===== src/rtl/tcspq_pkg.sv =====
`default_nettype none

package tcspq_pkg;

    // Queue sizing and identifier width.
    localparam int QUEUE_DEPTH = 64;
    localparam int ID_BITS     = 16;

    // Derived widths: ring pointers, occupancy counts and the padded data bus.
    localparam int PTR_BITS  = (QUEUE_DEPTH > 1) ? $clog2(QUEUE_DEPTH) : 1;
    localparam int CNT_BITS  = $clog2(QUEUE_DEPTH + 1);
    localparam int DATA_BITS = ((ID_BITS + 7) / 8) * 8;

    // Request kinds carried in the input tuser.
    typedef enum logic {
        OP_ADD   = 1'b0,
        OP_SERVE = 1'b1
    } t_op;

    // Result codes carried in the output tuser.
    typedef enum logic [1:0] {
        ST_ADDED  = 2'd0,
        ST_SERVED = 2'd1,
        ST_EMPTY  = 2'd2,
        ST_FULL   = 2'd3
    } t_status;

    // Control that follows an item while its store read is in flight.
    typedef struct packed {
        t_status status;
        logic    from_urgent;
    } t_req_ctl;

endpackage

`default_nettype wire


===== src/rtl/tcspq_ram.sv =====
`default_nettype none

module tcspq_ram #(
    parameter int DEPTH = 64,
    parameter int WIDTH = 16
) (
    input  wire logic                                     i_clk,
    input  wire logic                                     i_we,
    input  wire logic [((DEPTH > 1) ? $clog2(DEPTH) : 1)-1:0] i_waddr,
    input  wire logic [WIDTH-1:0]                         i_wdata,
    input  wire logic                                     i_re,
    input  wire logic [((DEPTH > 1) ? $clog2(DEPTH) : 1)-1:0] i_raddr,
    output logic      [WIDTH-1:0]                         o_rdata
);

    logic [WIDTH-1:0] r_mem [DEPTH];
    logic [WIDTH-1:0] r_rdata;

    // One write port and one registered read port; the read data holds until the next read.
    always_ff @(posedge i_clk) begin
        if (i_we) begin
            r_mem[i_waddr] <= i_wdata;
        end
        if (i_re) begin
            r_rdata <= r_mem[i_raddr];
        end
    end

    assign o_rdata = r_rdata;

endmodule

`default_nettype wire


===== src/rtl/two_class_strict_priority_queue.sv =====
`default_nettype none

// Two-class strict-priority queue of item identifiers.
// Input channel (s side): tdata carries the identifier, tuser[0] the request kind
// (add or serve) and tuser[1] the class on an add. Output channel (m side): one
// item per request, tdata the served identifier (zero unless served), tuser[1:0]
// the status and tuser[2] the urgent flag of the served item.
// An add goes to the tail of the queue that its class selects, or is rejected
// with the full status. A serve pops the urgent head first, then the normal head,
// otherwise it returns the empty status.
// Each result passes the synchronous store read and then the output register.
// Throughput: one request per cycle unless the receiver stalls, set by the single
// write and read port of each store; pointers and counts are updated in the
// accepting cycle. When the receiver stalls, the output register and the read
// stage hold and ready falls once both are occupied; no item is lost or repeated.
// Reset clears pointers, counts and valid flags, so both queues start empty at
// once; the stores themselves are not cleared and need no clearing pass.
module two_class_strict_priority_queue (
    input  wire logic                          i_clk,
    input  wire logic                          i_rst_n,
    input  wire logic                          i_s_tvalid,
    output logic                               o_s_tready,
    // [ID_BITS-1:0] item_id, zero padding above
    input  wire logic [tcspq_pkg::DATA_BITS-1:0] i_s_tdata,
    // [0] operation, [1] urgent
    input  wire logic [1:0]                    i_s_tuser,
    output logic                               o_m_tvalid,
    input  wire logic                          i_m_tready,
    // [ID_BITS-1:0] served_id, zero padding above
    output logic      [tcspq_pkg::DATA_BITS-1:0] o_m_tdata,
    // [1:0] status, [2] served_urgent
    output logic      [2:0]                    o_m_tuser
);

    import tcspq_pkg::*;

    function automatic logic [PTR_BITS-1:0] ptr_next(input logic [PTR_BITS-1:0] p);
        ptr_next = (p == PTR_BITS'(QUEUE_DEPTH - 1)) ? '0 : p + 1'b1;
    endfunction

    // Ring pointers and occupancy of both queues.
    logic [PTR_BITS-1:0] r_u_head, r_u_tail, r_n_head, r_n_tail;
    logic [PTR_BITS-1:0] n_u_head, n_u_tail, n_n_head, n_n_tail;
    logic [CNT_BITS-1:0] r_u_count, r_n_count, n_u_count, n_n_count;

    // Read stage and output register.
    logic     r_p_valid;
    t_req_ctl r_p_ctl, n_p_ctl;
    logic     r_o_valid;
    logic [ID_BITS-1:0] r_o_id;
    t_req_ctl r_o_ctl;

    logic s_accept, p_move;
    logic is_serve, is_urgent;
    logic u_full, n_full, u_empty, n_empty;
    logic u_we, n_we, u_re, n_re;
    logic [ID_BITS-1:0] in_id, u_rdata, n_rdata, p_id;

    assign in_id     = i_s_tdata[ID_BITS-1:0];
    assign is_serve  = (t_op'(i_s_tuser[0]) == OP_SERVE);
    assign is_urgent = i_s_tuser[1];

    assign u_full  = (r_u_count == CNT_BITS'(QUEUE_DEPTH));
    assign n_full  = (r_n_count == CNT_BITS'(QUEUE_DEPTH));
    assign u_empty = (r_u_count == '0);
    assign n_empty = (r_n_count == '0);

    // The read stage moves on when the output register is free or being drained.
    assign p_move     = r_p_valid && (!r_o_valid || i_m_tready);
    assign o_s_tready = !r_p_valid || p_move;
    assign s_accept   = i_s_tvalid && o_s_tready;

    // Decide the request, drive the store ports and update the pointers.
    always_comb begin
        n_u_head  = r_u_head;
        n_u_tail  = r_u_tail;
        n_n_head  = r_n_head;
        n_n_tail  = r_n_tail;
        n_u_count = r_u_count;
        n_n_count = r_n_count;
        u_we = 1'b0;
        n_we = 1'b0;
        u_re = 1'b0;
        n_re = 1'b0;
        n_p_ctl.status      = ST_EMPTY;
        n_p_ctl.from_urgent = 1'b0;
        if (s_accept) begin
            if (!is_serve) begin
                if (is_urgent) begin
                    if (u_full) begin
                        n_p_ctl.status = ST_FULL;
                    end else begin
                        n_p_ctl.status = ST_ADDED;
                        u_we      = 1'b1;
                        n_u_tail  = ptr_next(r_u_tail);
                        n_u_count = r_u_count + 1'b1;
                    end
                end else begin
                    if (n_full) begin
                        n_p_ctl.status = ST_FULL;
                    end else begin
                        n_p_ctl.status = ST_ADDED;
                        n_we      = 1'b1;
                        n_n_tail  = ptr_next(r_n_tail);
                        n_n_count = r_n_count + 1'b1;
                    end
                end
            end else if (!u_empty) begin
                n_p_ctl.status      = ST_SERVED;
                n_p_ctl.from_urgent = 1'b1;
                u_re      = 1'b1;
                n_u_head  = ptr_next(r_u_head);
                n_u_count = r_u_count - 1'b1;
            end else if (!n_empty) begin
                n_p_ctl.status = ST_SERVED;
                n_re      = 1'b1;
                n_n_head  = ptr_next(r_n_head);
                n_n_count = r_n_count - 1'b1;
            end else begin
                n_p_ctl.status = ST_EMPTY;
            end
        end
    end

    tcspq_ram #(.DEPTH(QUEUE_DEPTH), .WIDTH(ID_BITS)) u_urgent_store (
        .i_clk   (i_clk),
        .i_we    (u_we),
        .i_waddr (r_u_tail),
        .i_wdata (in_id),
        .i_re    (u_re),
        .i_raddr (r_u_head),
        .o_rdata (u_rdata)
    );

    tcspq_ram #(.DEPTH(QUEUE_DEPTH), .WIDTH(ID_BITS)) u_normal_store (
        .i_clk   (i_clk),
        .i_we    (n_we),
        .i_waddr (r_n_tail),
        .i_wdata (in_id),
        .i_re    (n_re),
        .i_raddr (r_n_head),
        .o_rdata (n_rdata)
    );

    // Pointer and count registers.
    always_ff @(posedge i_clk) begin
        if (!i_rst_n) begin
            r_u_head  <= '0;
            r_u_tail  <= '0;
            r_n_head  <= '0;
            r_n_tail  <= '0;
            r_u_count <= '0;
            r_n_count <= '0;
        end else begin
            r_u_head  <= n_u_head;
            r_u_tail  <= n_u_tail;
            r_n_head  <= n_n_head;
            r_n_tail  <= n_n_tail;
            r_u_count <= n_u_count;
            r_n_count <= n_n_count;
        end
    end

    // The served identifier comes from the store that was read; zero otherwise.
    assign p_id = (r_p_ctl.status != ST_SERVED) ? '0 :
                  (r_p_ctl.from_urgent ? u_rdata : n_rdata);

    // Read stage valid flag and output register.
    always_ff @(posedge i_clk) begin
        if (!i_rst_n) begin
            r_p_valid <= 1'b0;
            r_o_valid <= 1'b0;
        end else begin
            if (s_accept) begin
                r_p_valid <= 1'b1;
            end else if (p_move) begin
                r_p_valid <= 1'b0;
            end
            if (p_move) begin
                r_o_valid <= 1'b1;
            end else if (i_m_tready) begin
                r_o_valid <= 1'b0;
            end
        end
    end

    always_ff @(posedge i_clk) begin
        if (s_accept) begin
            r_p_ctl <= n_p_ctl;
        end
        if (p_move) begin
            r_o_id  <= p_id;
            r_o_ctl <= r_p_ctl;
        end
    end

    assign o_m_tvalid = r_o_valid;
    assign o_m_tdata  = DATA_BITS'(r_o_id);
    assign o_m_tuser  = {r_o_ctl.from_urgent, r_o_ctl.status};

    // Occupancy never exceeds the queue depth.
    a_count_bound: assert property (@(posedge i_clk) disable iff (!i_rst_n)
        (r_u_count <= CNT_BITS'(QUEUE_DEPTH)) && (r_n_count <= CNT_BITS'(QUEUE_DEPTH)))
        else $error("queue occupancy above depth");

    // Only a served result carries an identifier or the urgent flag.
    a_unserved_zero: assert property (@(posedge i_clk) disable iff (!i_rst_n)
        (o_m_tvalid && (r_o_ctl.status != ST_SERVED)) |->
        ((o_m_tdata == '0) && (r_o_ctl.from_urgent == 1'b0)))
        else $error("unserved result carries data");

    // A serve always takes the urgent queue while it holds anything.
    a_urgent_first: assert property (@(posedge i_clk) disable iff (!i_rst_n)
        (s_accept && is_serve && !u_empty) |=> (r_u_count == $past(r_u_count) - 1'b1))
        else $error("urgent queue not served first");

    // A served result never comes from an empty queue.
    a_serve_count: assert property (@(posedge i_clk) disable iff (!i_rst_n)
        (s_accept && is_serve && u_empty && n_empty) |=> (r_p_ctl.status == ST_EMPTY))
        else $error("serve from empty queues not flagged");

endmodule

`default_nettype wire


===== config.mk =====
export PLATFORM = sky130hd
export DESIGN_NAME = two_class_strict_priority_queue
export DESIGN_NICKNAME = d
export VERILOG_FILES = /design/src/rtl/tcspq_pkg.sv /design/src/rtl/tcspq_ram.sv /design/src/rtl/two_class_strict_priority_queue.sv
export SDC_FILE = /design/constraint.sdc
export NUM_CORES = 2
export LEC_CHECK = 0
export ABC_AREA = 1
export BUFFER_PORTS_ARGS = -buffer_cell sky130_fd_sc_hd__buf_2
export CORE_ASPECT_RATIO = 0.5
export CORE_MARGIN = 2
export CORE_UTILIZATION = 45
export DETAILED_ROUTE_END_ITERATION = 6
export PLACE_DENSITY_LB_ADDON = 0.08
export SLEW_MARGIN = 20
export SYNTH_ARGS = -nofsm -noshare
export SYNTH_HDL_FRONTEND = slang
export SYNTH_HIERARCHICAL = 1
export SYNTH_SLANG_ARGS = --single-unit

===== constraint.sdc =====
create_clock -name i_clk -period 3.3 [get_ports i_clk]
set_clock_uncertainty 0.15 [all_clocks]
set_input_delay 0.165 -clock i_clk [delete_from_list [all_inputs] [get_ports i_clk]]
set_output_delay 0.165 -clock i_clk [all_outputs]
set_load 0.005 [all_outputs]

==> results.cfg <==
[clock_network]
clk_path_buf_depth = 4
h-tree-depth = 4
cts_sinks = 2142
clk_latency_ns = 0.85
cts_buffers = 196
clk_pin_slew_ns = 0.06
cts_tree = done
cts_root_buf = clkbuf_16
post_cts_resized = 0

[setup_path]
end_kind = flip-flop
crit_slowest_cell = dlygate4sd3_1
cp-start-kind = input pin
crit_arrival_ns = 3.47
cpPeakStageDelay_ns = 0.56
path_cells = dlygate4sd3_1 -> buf_2 -> dlygate4sd3_1 -> inv_2 -> nand3_4 -> nand2_8 -> nor2_8 -> nand3_4 -> inv_1 -> buf_4 -> nand4_1 -> buf_4 -> nor2_1 -> buf_4
crit_top_cell = buf_4
worst-setup-path-type = input pin to flip-flop
path_max_fanout = 16
reg2reg_depth = 7
worstPathRequired_ns = 3.66

[synthesis]
syn_inst = 7491
synth-seq-cells = 2142
ys_async_sr_fraction_pct = 0
synth-edff-count = 2102
yosys.cell_types.count = 38
syn_nets = 7529
yosysMostFrequentCell = nand2_1
yosys_warnings = 6
syn_area_sq_um = 88000
synth_ff_type = edfxtp_1
synth_top_cell_by_area = edfxtp_1
synth.area.top_cells = edfxtp_1 72%, nand2_1 12%, nand3_1 10%
syn_avg_cell_area_sq_um = 11.8
ys_seq_area_share_pct = 72.6
synth_commonest_cells = 2713 x nand2_1, 2102 x edfxtp_1, 1768 x nand3_1
netlist.area_leader.share_pct = 71.7

[place]
place_congestion = 0.852
portBuffers = 42
dp_slack_ns = 0.273
placed_cells = 9988
dpl.hpwl_mm = 151
dpl_cell_area_sq_um = 91800

[timing]
fin_crit_sh_pct = 94.0
rsz0062_at_grt = no
setup_ws_ns = 0.197
setup_viol = 0
holdWs_ns = 0.0920
finalCriticalPeriod_ns = 3.10
finalMaxSlewViolations = 0
setup_tns_ns = 0
relSlewSlack_pct = 27.5
worst_pin_slew_ns = 1.08
fmaxAchievable_mhz = 322
hold_violations = 0

[grt]
grt_pass1_wl_mm = 377
antenna_found_initial = 6
grt-ovfl-total = 0
grt_use_total_pct = 25.6
grt_max_degree = 154
grt_pass1_vias = 55086

[final_layout]
multiInputGateArea_sq_um = 21000
fin_area_sq_um = 98100
stdcell_count = 10364
utilization_pct = 50.6
nFillCells = 17028
area_growth_pct = 11.5
seqCellArea_sq_um = 63900
drive_gt1_share_pct = 8.62
fin_nets = 7639

[floorplan]
die_y_um = 317
ios = 43
die_area_sq_um = 199000
rows = 114
fp.coreArea_sq_um = 194000
initial_core_util_pct = 45.4
die_w_um = 629

[run]
maxCapViolCount = 0

[detailed_routing]
viasPerCell = 5.58
drtAntennaViolNets = 0
vias = 57863
drc = 0
wire_per_inst_um = 24.9
first_pass_iters = 6
initialDrtViolationCount = 6917
routed_wl_mm = 258

[status]
status = complete, no violations

[min_path]
hold_depth = 4
hp-class = input pin to flip-flop

[power_and_ir_drop]
power.density_nw_per_um2 = 582
p_leak_nw = 34.9
vdd_drop_max_mv = 0.446
p_total_mw = 57.1
==> cell type report <==
| cell class | instances | share of cell area [%] |
|---|---|---|
| Clock buffer | 232 | 5.20 |
| Tap cell | 2610 | 3.33 |
| Inverter | 76 | 0.349 |
| Timing Repair Buffer | 371 | 3.59 |
| Antenna cell | 6 | 0.0153 |
| Clock inverter | 113 | 0.950 |
| Multi-Input combinational cell | 4814 | 21.4 |
| Sequential cell | 2142 | 65.2 |
==> final timing paths <==
kind	startpoint	to	slack (ns)
worst max register to register	r_n_tail[1]	r_n_tail[0]	0.22
worst max-delay path	i_m_tready	u_normal_store/r_mem[32][13]	0.20
worst min register to register	r_p_ctl[2]	o_m_tuser[1]	0.32
worst min-delay path	i_s_tvalid	r_p_valid	0.09
==> per-layer routing <==
| layer | wire length (um) | track usage [%] | vias up |
|---|---|---|---|
| met2 | 120000 | 40.9 | 2070 |
| li1 | - | - | 26517 |
| met3 | 16100 | 3.11 | 313 |
| met4 | 6330 | 6.43 | 0 |
| met5 | 0 | 0 | - |
| met1 | 116000 | 37.5 | 28963 |
==> state kept, by name, indices dropped and copies added (netlist names) <==
name                    flops
o_m_tdata                  16
o_m_tuser                   3
o_m_tvalid                  1
r_n_count                   7
r_n_head                    6
r_n_tail                    6
r_p_ctl                     3
r_p_valid                   1
r_u_count                   7
r_u_head                    6
r_u_tail                    6
u_normal_store/o_rdata     16
u_normal_store/r_mem     1024
u_urgent_store/o_rdata     16
u_urgent_store/r_mem     1024
==> what timing repair did <==
action / CTS / global route
hold endpoints to repair: 1447 / 0
hold buffers: 24 / 0
setup buffers: 0 / 1
endpoints found under the setup margin: 0 / 128
==> logic make-up after synthesis <==
| group | Yosys count | synth area share (%) |
|---|---|---|
| AO/OA/AOI/OAI | 71 | 0.411 |
| AND/OR/NAND/NOR | 4710 | 22.9 |
| XOR/XNOR | 17 | 0.178 |
| adder cells (fa/ha/maj) | 16 | 0.244 |
| buffers and inverters | 535 | 3.67 |
| flip-flops | 2142 | 72.6 |
==> cell usage in the layout, fill, tap and decap left out, types with 11 or more instances in the layout <==
cell	Yosys	layout
nand2_1	2713	2713
edfxtp_1	2102	2102
nand3_1	1768	1768
buf_4	38	256
clkbuf_16	0	199
nor2_1	162	162
inv_1	64	61
buf_12	0	57
clkinv_1	0	54
a21oi_1	54	53
clkbuf_1	57	33
clkinv_2	0	32
dfxtp_1	40	32
nand4_1	28	28
buf_2	228	26
dlygate4sd3_1	0	24
nor4_2	0	16
bufinv_16	0	15
ha_1	14	14
o21ai_0	13	13
xor2_1	11	11
==> power by group <==
part / internal (mW) / switching [mW]
clock: 12.2 / 10.1
combinational: 1.22 / 3.52
sequential: 30.0 / 0.122
==> critical path, delay by kind of cell <==
family                 cells  cell delay, ns
and+or+nand+nor            6            0.90
buffers and inverters      8            2.39
Note: power is estimated with default switching activity, not from simulation.
